[config.mk]
export PLATFORM = sky130hd
export DESIGN_NAME = hilbert_xy_to_index
export DESIGN_NICKNAME = d
export VERILOG_FILES = /design/src/sv/hxy_pkg.sv /design/src/sv/hxy_front.sv /design/src/sv/hxy_queue.sv /design/src/sv/hxy_back.sv /design/src/sv/hilbert_xy_to_index.sv
export SDC_FILE = /design/constraint.sdc
export NUM_CORES = 1
export LEC_CHECK = 0
export BUFFER_PORTS_ARGS = -buffer_cell sky130_fd_sc_hd__buf_2
export CORE_UTILIZATION = 62
export CTS_CLUSTER_SIZE = 40
export DETAILED_ROUTE_END_ITERATION = 6
export PLACE_DENSITY_LB_ADDON = 0.12
export SLEW_MARGIN = 0
export SYNTH_ARGS = -nofsm -noshare
export SYNTH_HDL_FRONTEND = slang
export SYNTH_SLANG_ARGS = --single-unit
export TNS_END_PERCENT = 20
[constraint.sdc]
create_clock -name aclk -period 6.9 [get_ports aclk]
set_input_delay 1.38 -clock aclk [delete_from_list [all_inputs] [get_ports aclk]]
set_output_delay 1.38 -clock aclk [all_outputs]
set_load 0.03 [all_outputs]
[src/sv/hxy_pkg.sv]
// Shared types, constants and curve tables for the Hilbert xy-to-index block.
`default_nettype none

package hxy_pkg;

    localparam int COORD_W          = 16;
    localparam int COORD_IDX_W      = 4;
    localparam int INDEX_W          = 32;
    localparam int LVL_W            = 5;
    localparam int LEVELS_PER_STAGE = 4;
    localparam int QUEUE_DEPTH      = 4;
    localparam int QUEUE_PTR_W      = 2;
    localparam int QUEUE_CNT_W      = 3;

    localparam logic [LVL_W-1:0] LEVELS_RESET = 5'd16;

    typedef logic [1:0] curve_state_t;
    typedef logic [1:0] quadrant_t;

    typedef struct packed {
        logic [COORD_W-1:0] x_coord;
        logic [COORD_W-1:0] y_coord;
        logic [LVL_W-1:0]   levels;
    } point_t;

    typedef struct packed {
        point_t             pt;
        curve_state_t       st;
        logic [INDEX_W-1:0] acc;
    } walk_t;

    // [state][quadrant]
    localparam curve_state_t NEXT_STATE_TBL [4][4] = '{
        '{2'd0, 2'd0, 2'd1, 2'd2},
        '{2'd3, 2'd1, 2'd0, 2'd1},
        '{2'd2, 2'd3, 2'd2, 2'd0},
        '{2'd1, 2'd2, 2'd3, 2'd3}
    };

    localparam logic [1:0] DIGIT_TBL [4][4] = '{
        '{2'd1, 2'd2, 2'd0, 2'd3},
        '{2'd3, 2'd2, 2'd0, 2'd1},
        '{2'd1, 2'd0, 2'd2, 2'd3},
        '{2'd3, 2'd0, 2'd2, 2'd1}
    };

    function automatic curve_state_t hxy_next_state(input curve_state_t st, input quadrant_t q);
        return NEXT_STATE_TBL[st][q];
    endfunction

    function automatic logic [1:0] hxy_digit(input curve_state_t st, input quadrant_t q);
        return DIGIT_TBL[st][q];
    endfunction

endpackage

`default_nettype wire

[src/sv/hxy_front.sv]
// Front end: level count register, input transfer and level clamping.
`default_nettype none

module hxy_front #(
    parameter int MAX_LEVELS = 16
) (
    input  wire                         aclk,
    input  wire                         aresetn,
    input  wire                         cfg_valid,
    output logic                        cfg_ready,
    input  wire  [hxy_pkg::LVL_W-1:0]   cfg_levels_in_use,
    input  wire                         s_valid,
    output logic                        s_ready,
    input  wire  [hxy_pkg::COORD_W-1:0] s_x_coord,
    input  wire  [hxy_pkg::COORD_W-1:0] s_y_coord,
    output logic                        out_valid,
    input  wire                         out_ready,
    output hxy_pkg::point_t             out_item
);
    import hxy_pkg::*;

    localparam logic [LVL_W-1:0] MAX_LVL = LVL_W'(MAX_LEVELS);

    logic [LVL_W-1:0] levels_reg;
    logic [LVL_W-1:0] levels_eff;
    logic             valid_reg;
    point_t           item_reg;
    point_t           item_next;

    assign cfg_ready  = 1'b1;
    assign s_ready    = !valid_reg || out_ready;
    assign levels_eff = (levels_reg > MAX_LVL) ? MAX_LVL : levels_reg;

    always_comb begin
        item_next.x_coord = s_x_coord;
        item_next.y_coord = s_y_coord;
        item_next.levels  = levels_eff;
    end

    always_ff @(posedge aclk) begin
        if (!aresetn) begin
            levels_reg <= LEVELS_RESET;
        end else if (cfg_valid && cfg_ready) begin
            levels_reg <= cfg_levels_in_use;
        end
    end

    always_ff @(posedge aclk) begin
        if (!aresetn) begin
            valid_reg <= 1'b0;
        end else if (s_ready) begin
            valid_reg <= s_valid;
        end
    end

    always_ff @(posedge aclk) begin
        if (s_ready && s_valid) begin
            item_reg <= item_next;
        end
    end

    assign out_valid = valid_reg;
    assign out_item  = item_reg;

endmodule

`default_nettype wire

[src/sv/hxy_queue.sv]
// Small FIFO between the front end and the level pipeline.
`default_nettype none

module hxy_queue (
    input  wire              aclk,
    input  wire              aresetn,
    input  wire              push_valid,
    output logic             push_ready,
    input  hxy_pkg::point_t  push_item,
    output logic             pop_valid,
    input  wire              pop_ready,
    output hxy_pkg::point_t  pop_item
);
    import hxy_pkg::*;

    point_t                 mem_reg [QUEUE_DEPTH];
    logic [QUEUE_PTR_W-1:0] wr_ptr_reg;
    logic [QUEUE_PTR_W-1:0] rd_ptr_reg;
    logic [QUEUE_CNT_W-1:0] count_reg;
    logic                   push;
    logic                   pop;

    assign push_ready = count_reg < QUEUE_CNT_W'(QUEUE_DEPTH);
    assign pop_valid  = count_reg != '0;
    assign push       = push_valid && push_ready;
    assign pop        = pop_valid && pop_ready;
    assign pop_item   = mem_reg[rd_ptr_reg];

    always_ff @(posedge aclk) begin
        if (!aresetn) begin
            wr_ptr_reg <= '0;
            rd_ptr_reg <= '0;
            count_reg  <= '0;
        end else begin
            if (push) begin
                wr_ptr_reg <= wr_ptr_reg + 1'b1;
            end
            if (pop) begin
                rd_ptr_reg <= rd_ptr_reg + 1'b1;
            end
            unique case ({push, pop})
                2'b10:   count_reg <= count_reg + 1'b1;
                2'b01:   count_reg <= count_reg - 1'b1;
                default: count_reg <= count_reg;
            endcase
        end
    end

    always_ff @(posedge aclk) begin
        if (push) begin
            mem_reg[wr_ptr_reg] <= push_item;
        end
    end

    a_count_bound: assert property (@(posedge aclk) disable iff (!aresetn)
        count_reg <= QUEUE_CNT_W'(QUEUE_DEPTH))
        else $error("queue count above depth");

    a_count_track: assert property (@(posedge aclk) disable iff (!aresetn)
        push && !pop |=> count_reg == $past(count_reg) + 1'b1)
        else $error("queue count lost a push");

endmodule

`default_nettype wire

[src/sv/hxy_back.sv]
// Level pipeline: four curve levels per stage, most significant level first.
`default_nettype none

module hxy_back #(
    parameter int MAX_LEVELS = 16
) (
    input  wire                         aclk,
    input  wire                         aresetn,
    input  wire                         in_valid,
    output logic                        in_ready,
    input  hxy_pkg::point_t             in_item,
    output logic                        out_valid,
    input  wire                         out_ready,
    output logic [hxy_pkg::INDEX_W-1:0] out_index
);
    import hxy_pkg::*;

    localparam int NUM_STAGES = (MAX_LEVELS + LEVELS_PER_STAGE - 1) / LEVELS_PER_STAGE;
    localparam int LAST       = NUM_STAGES - 1;

    walk_t stage_in    [NUM_STAGES];
    walk_t walk_next   [NUM_STAGES];
    walk_t walk_reg    [NUM_STAGES];
    logic  valid_in    [NUM_STAGES];
    logic  vld_reg     [NUM_STAGES];
    logic  stage_ready [NUM_STAGES];
    logic  down_ready  [NUM_STAGES];

    genvar s;
    generate
        for (s = 0; s < NUM_STAGES; s++) begin : g_stage
            if (s > 0) begin : g_link
                assign stage_in[s] = walk_reg[s-1];
                assign valid_in[s] = vld_reg[s-1];
            end else begin : g_head
                assign stage_in[s] = '{pt: in_item, st: '0, acc: '0};
                assign valid_in[s] = in_valid;
            end
            if (s == LAST) begin : g_tail
                assign down_ready[s] = out_ready;
            end else begin : g_mid
                assign down_ready[s] = stage_ready[s+1];
            end

            assign stage_ready[s] = !vld_reg[s] || down_ready[s];

            always_comb begin
                walk_t     w;
                int        pos;
                quadrant_t q;
                w   = stage_in[s];
                pos = 0;
                q   = '0;
                for (int j = 0; j < LEVELS_PER_STAGE; j++) begin
                    pos = MAX_LEVELS - 1 - s * LEVELS_PER_STAGE - j;
                    if (pos >= 0 && pos < int'(w.pt.levels)) begin
                        q = '0;
                        if (pos < COORD_W) begin
                            q = {w.pt.y_coord[pos[COORD_IDX_W-1:0]],
                                 w.pt.x_coord[pos[COORD_IDX_W-1:0]]};
                        end
                        w.acc = {w.acc[INDEX_W-3:0], hxy_digit(w.st, q)};
                        w.st  = hxy_next_state(w.st, q);
                    end
                end
                walk_next[s] = w;
            end

            always_ff @(posedge aclk) begin
                if (!aresetn) begin
                    vld_reg[s] <= 1'b0;
                end else if (stage_ready[s]) begin
                    vld_reg[s] <= valid_in[s];
                end
            end

            always_ff @(posedge aclk) begin
                if (stage_ready[s] && valid_in[s]) begin
                    walk_reg[s] <= walk_next[s];
                end
            end
        end
    endgenerate

    assign in_ready  = stage_ready[0];
    assign out_valid = vld_reg[LAST];
    assign out_index = walk_reg[LAST].acc;

    a_zero_levels: assert property (@(posedge aclk) disable iff (!aresetn)
        out_valid && walk_reg[LAST].pt.levels == '0 |-> out_index == '0)
        else $error("index not zero with no levels");

    a_index_width: assert property (@(posedge aclk) disable iff (!aresetn)
        out_valid && walk_reg[LAST].pt.levels < 5'd16
        |-> (out_index >> {walk_reg[LAST].pt.levels, 1'b0}) == '0)
        else $error("index wider than two bits per level");

endmodule

`default_nettype wire

[src/sv/hilbert_xy_to_index.sv]
// Top level: grid point to Hilbert curve position.
//
//  port group          dir  handshake            payload
//  cfg_*               in   cfg_valid/cfg_ready  cfg_levels_in_use[4:0]
//  s_*                 in   s_valid/s_ready      s_x_coord[15:0], s_y_coord[15:0]
//  m_*                 out  m_valid/m_ready      m_curve_index[31:0]
//
// One point per cycle sustained while m_ready is high; the path is the front register,
// the queue, then one pipeline stage per four curve levels.
// Reset sets levels_in_use to 16 and empties the queue and pipeline.
// With m_ready low the pipeline and the four-entry queue fill, then s_ready drops.
`default_nettype none

module hilbert_xy_to_index #(
    parameter int MAX_LEVELS = 16
) (
    input  wire                         aclk,
    input  wire                         aresetn,
    input  wire                         cfg_valid,
    output logic                        cfg_ready,
    input  wire  [hxy_pkg::LVL_W-1:0]   cfg_levels_in_use,
    input  wire                         s_valid,
    output logic                        s_ready,
    input  wire  [hxy_pkg::COORD_W-1:0] s_x_coord,
    input  wire  [hxy_pkg::COORD_W-1:0] s_y_coord,
    output logic                        m_valid,
    input  wire                         m_ready,
    output logic [hxy_pkg::INDEX_W-1:0] m_curve_index
);
    import hxy_pkg::*;

    logic   fq_valid;
    logic   fq_ready;
    point_t fq_item;
    logic   qb_valid;
    logic   qb_ready;
    point_t qb_item;

    hxy_front #(
        .MAX_LEVELS(MAX_LEVELS)
    ) u_front (
        .aclk              (aclk),
        .aresetn           (aresetn),
        .cfg_valid         (cfg_valid),
        .cfg_ready         (cfg_ready),
        .cfg_levels_in_use (cfg_levels_in_use),
        .s_valid           (s_valid),
        .s_ready           (s_ready),
        .s_x_coord         (s_x_coord),
        .s_y_coord         (s_y_coord),
        .out_valid         (fq_valid),
        .out_ready         (fq_ready),
        .out_item          (fq_item)
    );

    hxy_queue u_queue (
        .aclk       (aclk),
        .aresetn    (aresetn),
        .push_valid (fq_valid),
        .push_ready (fq_ready),
        .push_item  (fq_item),
        .pop_valid  (qb_valid),
        .pop_ready  (qb_ready),
        .pop_item   (qb_item)
    );

    hxy_back #(
        .MAX_LEVELS(MAX_LEVELS)
    ) u_back (
        .aclk      (aclk),
        .aresetn   (aresetn),
        .in_valid  (qb_valid),
        .in_ready  (qb_ready),
        .in_item   (qb_item),
        .out_valid (m_valid),
        .out_ready (m_ready),
        .out_index (m_curve_index)
    );

endmodule

`default_nettype wire
==> results.txt, run 1 <==
run status = finished, final reports clean
n_diodes = 0
DR DRC count = 0
Syn Area/Cell = 13.0 sq um
library cells used by synthesis = 81
initial antenna violation count = 0
Max IR drop VDD = 0.000328 V
final setup TNS = 0 ps
Num CTS Buffers = 37
Final Max Slew Viols = 0
vias per inst = 5.87
TritonCTS clock tree = built
Routed Antenna Nets = 0
Pleak = 6.43 nW
Synth Net Count = 1314
Initial Util = 63.2%
die width = 165 um
worst slew pin tran = 1170 ps
Tmin final = 3850 ps
RSZ-0062 raised after global routing = false
GPL Wtd Cong = 0.880
vias post-DR = 9860
row count = 59
Critical Path RT = 7170 ps
vias in the first global route = 9307
Avg WL per Cell = 16.2 um
ys async rst share = 0%
Switching Power = 0.00265 W
power per cell area = 435 nW/um^2
placed cell count = 1614
Seq pwr share = 41.4%
total congestion overflow = 0
Synth Cell Area = 16400 sq um
CTS H-tree lvls = 2
worst path arrival time = 4120 ps
Max Clk Rate = 260 MHz
PortBufs = 75
clock network fraction of total power = 24.9%
Reg clk slew, reported paths = 60 ps
Setup WS pre-CTS = 2950 ps
synth warn = 0
P_int = 0.00528 W
maximum clock path buffer count = 3
fin crit share = 55.8%
final std cells w/o fill = 1680
setup slack after layout = 3050 ps
first-pass GRT wire length = 44700 um
top cells by area, synth = edfxtp_1 62%, mux4_2 4.3%, mux2i_1 3.5%, a21oi_1 3.2%, nand2_1 2.4%
Fin. Hold Viols = 0
Die H = 165 um
max_slew headroom = 21.9%
Setup crit start kind = flop
post-synthesis sequential area ratio = 63.6%
clock sink count = 353
#FFs+latches synth = 353
clock root buffer = clkbuf_16
Worst Setup End Kind = flop
initial DRC count = 699
top-area cell type share of the netlist area = 61.7%
setup violators final = 0
# Post-CTS Setup Buffers = 0
P&R area growth vs syn = 11.2%
layout net count = 1368
core area = 26000 sq um
full die area = 27100 sq um
worst skew pair latency = 530 ps
commonest cells after routing, fill and taps aside = 337 x edfxtp_1, 107 x nand2_1, 103 x a21oi_1
Post-Synthesis Cells = 1264
share of layout cells above drive strength 1 = 16.1%
cell accounting for the most synthesized area = edfxtp_1
Max Fanout on Critical Path = 13
Hold Buf Count CTS = 0
Total Routed Length = 27200 um
max FFs per register = 149
Hold WC Path Type = reg2reg
Post-synth EDFFs = 337
drt first pass iters = 7
switching part of the total = 33.4%
pin count of the biggest net entering global routing = 54
Crit Path Class = reg2reg
hpwl dp = 17900 um
GRT Resource Usage Total = 20.8%
Comb power frac = 33.7%
leading cell type in the layout, fill and taps excluded = edfxtp_1
Setup Skew = 18.0 ps
max cap viols = 0
top_reg_cell synth = edfxtp_1
# IOs = 77
PostCTS Resize Cnt = 0
## kinds of logic after synthesis
kind of cell / Yosys count / share of synthesized area [%]
simple gates: 404 / 12.4
flops: 353 / 63.6
compound gates: 279 / 10.4
mux: 103 / 9.24
buf+inv: 91 / 2.38
xor+xnor: 25 / 1.33
fa+ha+maj: 8 / 0.656
other cells: 1 / 0.0229
## layout make-up
class | instances | area [sq um]
clock inverter | 21 | 249
tap | 335 | 419
inverter | 16 | 60.1
timing repair buffer | 90 | 488
clock buffer | 45 | 976
sequential | 353 | 10400
fill | 1836 | 7730
multi-input combinational | 820 | 5620
## synth_stat cells, types with 6 or more instances
library cell,count
edfxtp_1,337
nand2_1,107
a21oi_1,105
nor2_1,100
o21ai_0,74
mux2i_1,57
clkbuf_1,51
nand3_1,36
mux4_2,31
and2_1,28
nor2b_1,26
nor3_1,26
dfxtp_1,16
inv_1,16
xor2_1,13
a211oi_1,12
buf_2,12
o22ai_1,12
xnor2_1,12
nand2b_1,11
or3_1,11
o211ai_1,10
mux2_2,9
nand3b_1,8
and3_1,7
buf_1,7
ha_1,7
o21a_1,7
or2_2,6
## power groups by stage
stage,clock (W),sequential [W],combinational (W)
floorplan,0,0.00318,0.00227
global placement,0,0.00331,0.00261
detailed placement,0,0.00333,0.00266
CTS,0.00202,0.00328,0.00267
global route,0.00212,0.00334,0.00300
finish,0.00198,0.00329,0.00267
## final timing paths
path	startpoint	end	slack, ps	depth (start not counted)
max	flop	u_back.walk_reg[0][33]$_DFFE_PP_	3050	12
min	u_back.walk_reg[1][39]$_DFFE_PP_	u_back.walk_reg[2][39]$_DFFE_PP_	410	0
max reg2reg	flop	u_back.walk_reg[0][33]$_DFFE_PP_	3050	12
min reg2reg	u_back.walk_reg[1][39]$_DFFE_PP_	u_back.walk_reg[2][39]$_DFFE_PP_	410	0
## stage by stage
| stage | hold WS [ps] | power, W | utilization (%) | instance area [sq um] |
|---|---|---|---|---|
| after floorplan | 400 | 0.00545 | - | 16400 |
| after global placement | 402 | 0.00592 | 65.5 | 17000 |
| after detailed placement | 405 | 0.00599 | 65.5 | 17000 |
| after CTS | 417 | 0.00798 | 70.2 | 18300 |
| after global routing | 426 | 0.00845 | 70.2 | 18300 |
| final | 413 | 0.00794 | 70.2 | 18300 |
## layer usage
| metal | GRT usage, % | vias to the layer above | wire length (um) |
|---|---|---|---|
| li1 | - | 4928 | - |
| met1 | 28.9 | 4664 | 12700 |
| met2 | 33.9 | 226 | 12700 |
| met3 | 3.92 | 42 | 1160 |
| met4 | 5.42 | 0 | 536 |
| met5 | 0 | - | 0 |
## worst max-delay path: stages (launching register included)
cell and delay, ps:
dfxtp_2 580, mux4_2 580, inv_1 100, ha_1 320, nand2b_1 90, or4b_1 490, nand2_1 100, or3_1 210
mux2_2 350, mux2i_1 190, mux2_2 360, a21oi_1 110, nand3_1 90
(Power assumes the default switching activity.)
==> run 2, diff against run 1 <==
Settings changed: CORE_UTILIZATION 62 to 56.
Clock period 6.9 ns to 3.3 ns, I/O delays scaled along.
==> run 2 against run 1 <==
- critical path depth is 1 lower
- non-clock buffer count increased by 53
- clock power increased by 110%
- sequential share of layout area shrank 1.8 points
- register-to-register slack lost 3000 ps
- utilization fell by 4.8 points
- maximum frequency rose by 20%
- clock skew decreased by 0.67 ps
- sequential power rose by 110%
- global-route usage shrank 2.2 points
- critical path type unchanged
- largest cell class unchanged
==> results.txt, run 2 (synthesis gave the netlist of run 1 again) <==
run status = finished, final reports clean (unchanged)
end-of-flow core utilization = 65.4% (was 70.2%)
reg2reg path depth = 11 (was 12)
setup slack after layout = 86.8 ps (was 3050 ps)
n_diodes = 0 (unchanged)
CTS H-tree lvls = 2 (unchanged)
Die H = 173 um (was 165 um)
setup violators final = 0 (unchanged)
crit-path cells = mux4_2 > ha_2 > nand2b_4 > or4b_4 > nand2_1 > or3_4 > mux2_4 > mux2i_4 > mux2_4 > a21oi_2 > nand3_1 (was mux4_2 > inv_1 > ha_1 > nand2b_1 > or4b_1 > nand2_1 > or3_1 > mux2_2 > mux2i_1 > mux2_2 > a21oi_1 > nand3_1)
Comb power frac = 36.9% (was 33.7%)
Routed Antenna Nets = 0 (unchanged)
worst skew pair latency = 520 ps (was 530 ps)
P_int = 0.0116 W (was 0.00528 W)
Worst Setup End Kind = flop (unchanged)
share of layout cells above drive strength 1 = 20.7% (was 16.1%)
Hold Path End = u_front.out_item[20]$_DFFE_PP_ (was u_back.walk_reg[2][39]$_DFFE_PP_)
pin count of the biggest net entering global routing = 53 (was 54)
vias post-DR = 10089 (was 9860)
power per cell area = 919 nW/um^2 (was 435 nW/um^2)
Final Max Slew Viols = 0 (unchanged)
register area = 10400 sq um (about the same)
max FFs per register = 149 (unchanged)
final std cells w/o fill = 1784 (was 1680)
Top Usage Layer GRT = met2 (unchanged)
PortBufs = 75 (unchanged)
CP dominant cell by count = mux2_4 (was mux2_2)
Avg WL per Cell = 15.3 um (was 16.2 um)
met1 GRT Util = 25.3% (was 28.9%)
# IOs = 77 (unchanged)
slowest stage cell, crit path = mux4_2 (was dfxtp_2)
CP bufs+invs = 0 (was 1)
min-delay src = s_y_coord[15] (was u_back.walk_reg[1][39]$_DFFE_PP_)
GRT Resource Usage Total = 18.6% (was 20.8%)
worst reg2reg setup slack = 90 ps (was 3050 ps)
clock sink count = 353 (unchanged)
max cap viols = 0 (unchanged)
Crit Path Class = reg2reg (unchanged)
Num CTS Buffers = 37 (unchanged)
worst path arrival time = 3490 ps (was 4120 ps)
largest stage delay on the critical path = 520 ps (was 580 ps)
initial antenna violation count = 0 (unchanged)
met3 Usage GRT = 3.06% (was 3.92%)
Top Family by Delay on Critical Path = multiplexers (unchanged)
maximum clock path buffer count = 3 (unchanged)
Max Clk Rate = 311 MHz (was 260 MHz)
initial DRC count = 641 (was 699)
Switching Power = 0.00569 W (was 0.00265 W)
drt first pass iters = 7 (unchanged)
Setup Skew = 17.4 ps (was 18.0 ps)
clock root buffer = clkbuf_16 (unchanged)
hpwl dp = 18200 um (was 17900 um)
placed cell count = 1708 (was 1614)
P&R area growth vs syn = 14.8% (was 11.2%)
Worst R2R End = u_back.walk_reg[0][33]$_DFFE_PP_ (unchanged)
commonest cells after routing, fill and taps aside = 337 x edfxtp_1, 107 x nand2_1, 102 x a21oi_1 (was 337 x edfxtp_1, 107 x nand2_1, 103 x a21oi_1)
layout net count = 1421 (was 1368)
Max IR drop VDD = 0.000477 V (was 0.000328 V)
worst slew pin tran = 1000 ps (was 1170 ps)
TritonCTS clock tree = built (unchanged)
area of the multi-input gates = 5710 sq um (was 5620 sq um)
Setup crit start kind = flop (unchanged)
leading cell type in the layout, fill and taps excluded = edfxtp_1 (unchanged)
fin crit share = 97.4% (was 55.8%)
die width = 173 um (was 165 um)
vias in the first global route = 9468 (was 9307)
Max Fanout on Critical Path = 4 (was 13)
Tmin final = 3210 ps (was 3850 ps)
row count = 62 (was 59)
clock network fraction of total power = 23.9% (was 24.9%)
full die area = 30000 sq um (was 27100 sq um)
hold depth = 1 (was 0)
Hold Buf Count CTS = 0 (unchanged)
fillers = 2110 (was 1836)
final total power = 0.0173 W (was 0.00794 W)
DR DRC count = 0 (unchanged)
Fin. Hold Viols = 0 (unchanged)
Setup WS pre-CTS = -122 ps (was 2950 ps)
Seq pwr share = 39.2% (was 41.4%)
switching part of the total = 32.9% (was 33.4%)
Total Routed Length = 27400 um (was 27200 um)
vias per inst = 5.66 (was 5.87)
first-pass GRT wire length = 45600 um (was 44700 um)
core area = 28800 sq um (was 26000 sq um)
Reg clk slew, reported paths = 60 ps (about the same)
Pleak = 6.71 nW (was 6.43 nW)
total congestion overflow = 0 (unchanged)
Initial Util = 57.0% (was 63.2%)
GRT met2 Usage = 31.0% (was 33.9%)
Hold WC Path Type = in2reg (was reg2reg)
max_slew headroom = 33.0% (was 21.9%)
Critical Path RT = 3570 ps (was 7170 ps)
GPL Wtd Cong = 0.875 (was 0.880)
-- run 2: cell types whose count changed in the layout (fill, tap and decap cells not counted), sizes merged --
cell / delta
clkinvlp: +1
bufinv: -1
clkbuf: +5
buf: +52
clkinv: +1
inv: -3
-- run 2: what timing repair did --
item                       4_1_cts  5_1_grt
resized for setup                6       16
setup endpoints to repair        3        4
buffers inserted                 1        7
pin swaps                        0        4
-- run 2: cell type report --
| type | instances | share of cell area [%] |
|---|---|---|
| Tap cell | 384 | 2.55 |
| Multi-Input combinational cell | 820 | 30.3 |
| Clock buffer | 49 | 5.54 |
| Sequential cell | 353 | 55.5 |
| Inverter | 16 | 0.319 |
| Clock inverter | 19 | 1.06 |
| Timing Repair Buffer | 143 | 4.76 |
-- run 2: stage by stage --
| step | instance area, sq um | hold slack (ps) | setup TNS, ps |
|---|---|---|---|
| final | 18800 | 316 | 0 |
| after global routing | 18800 | 290 | -33.6 |
| after CTS | 18700 | 292 | 0 |
| after detailed placement | 17400 | 405 | -143 |
| after global placement | 17400 | 402 | -88.7 |
| after floorplan | 16500 | 400 | -889 |
-- run 2: how the worst max path moves through the flow --
stage,start,to,slack (ps),depth (start not counted)
4_1_cts,flop,u_back.walk_reg[0][33]$_DFFE_PP_,7,11
5_1_grt,flop,u_back.walk_reg[0][33]$_DFFE_PP_,-20,11
6_report,flop,u_back.walk_reg[0][33]$_DFFE_PP_,90,11
3_5_place_dp,flop,u_back.walk_reg[0][33]$_DFFE_PP_,-120,12
3_3_place_gp,flop,u_back.walk_reg[0][33]$_DFFE_PP_,-90,12
2_1_floorplan,flop,u_back.walk_reg[0][33]$_DFFE_PP_,-490,16
-- run 2: per-layer routing --
| metal | routed length [um] | up-vias | part of all wire [%] |
|---|---|---|---|
| li1 | - | 5022 | - |
| met1 | 12700 | 4782 | 47 |
| met2 | 12900 | 236 | 47 |
| met3 | 1160 | 49 | 4.2 |
| met4 | 580 | 0 | 2.1 |
| met5 | 0 | - | 0 |
-- run 2: power by group through the flow --
stage	combinational, W	sequential, W	clock [W]
2_1_floorplan	0.00484	0.00664	0
3_3_place_gp	0.00603	0.00684	0
3_5_place_dp	0.00612	0.00687	0
4_1_cts	0.00621	0.00678	0.00423
5_1_grt	0.00713	0.00688	0.00440
6_report	0.00638	0.00678	0.00413
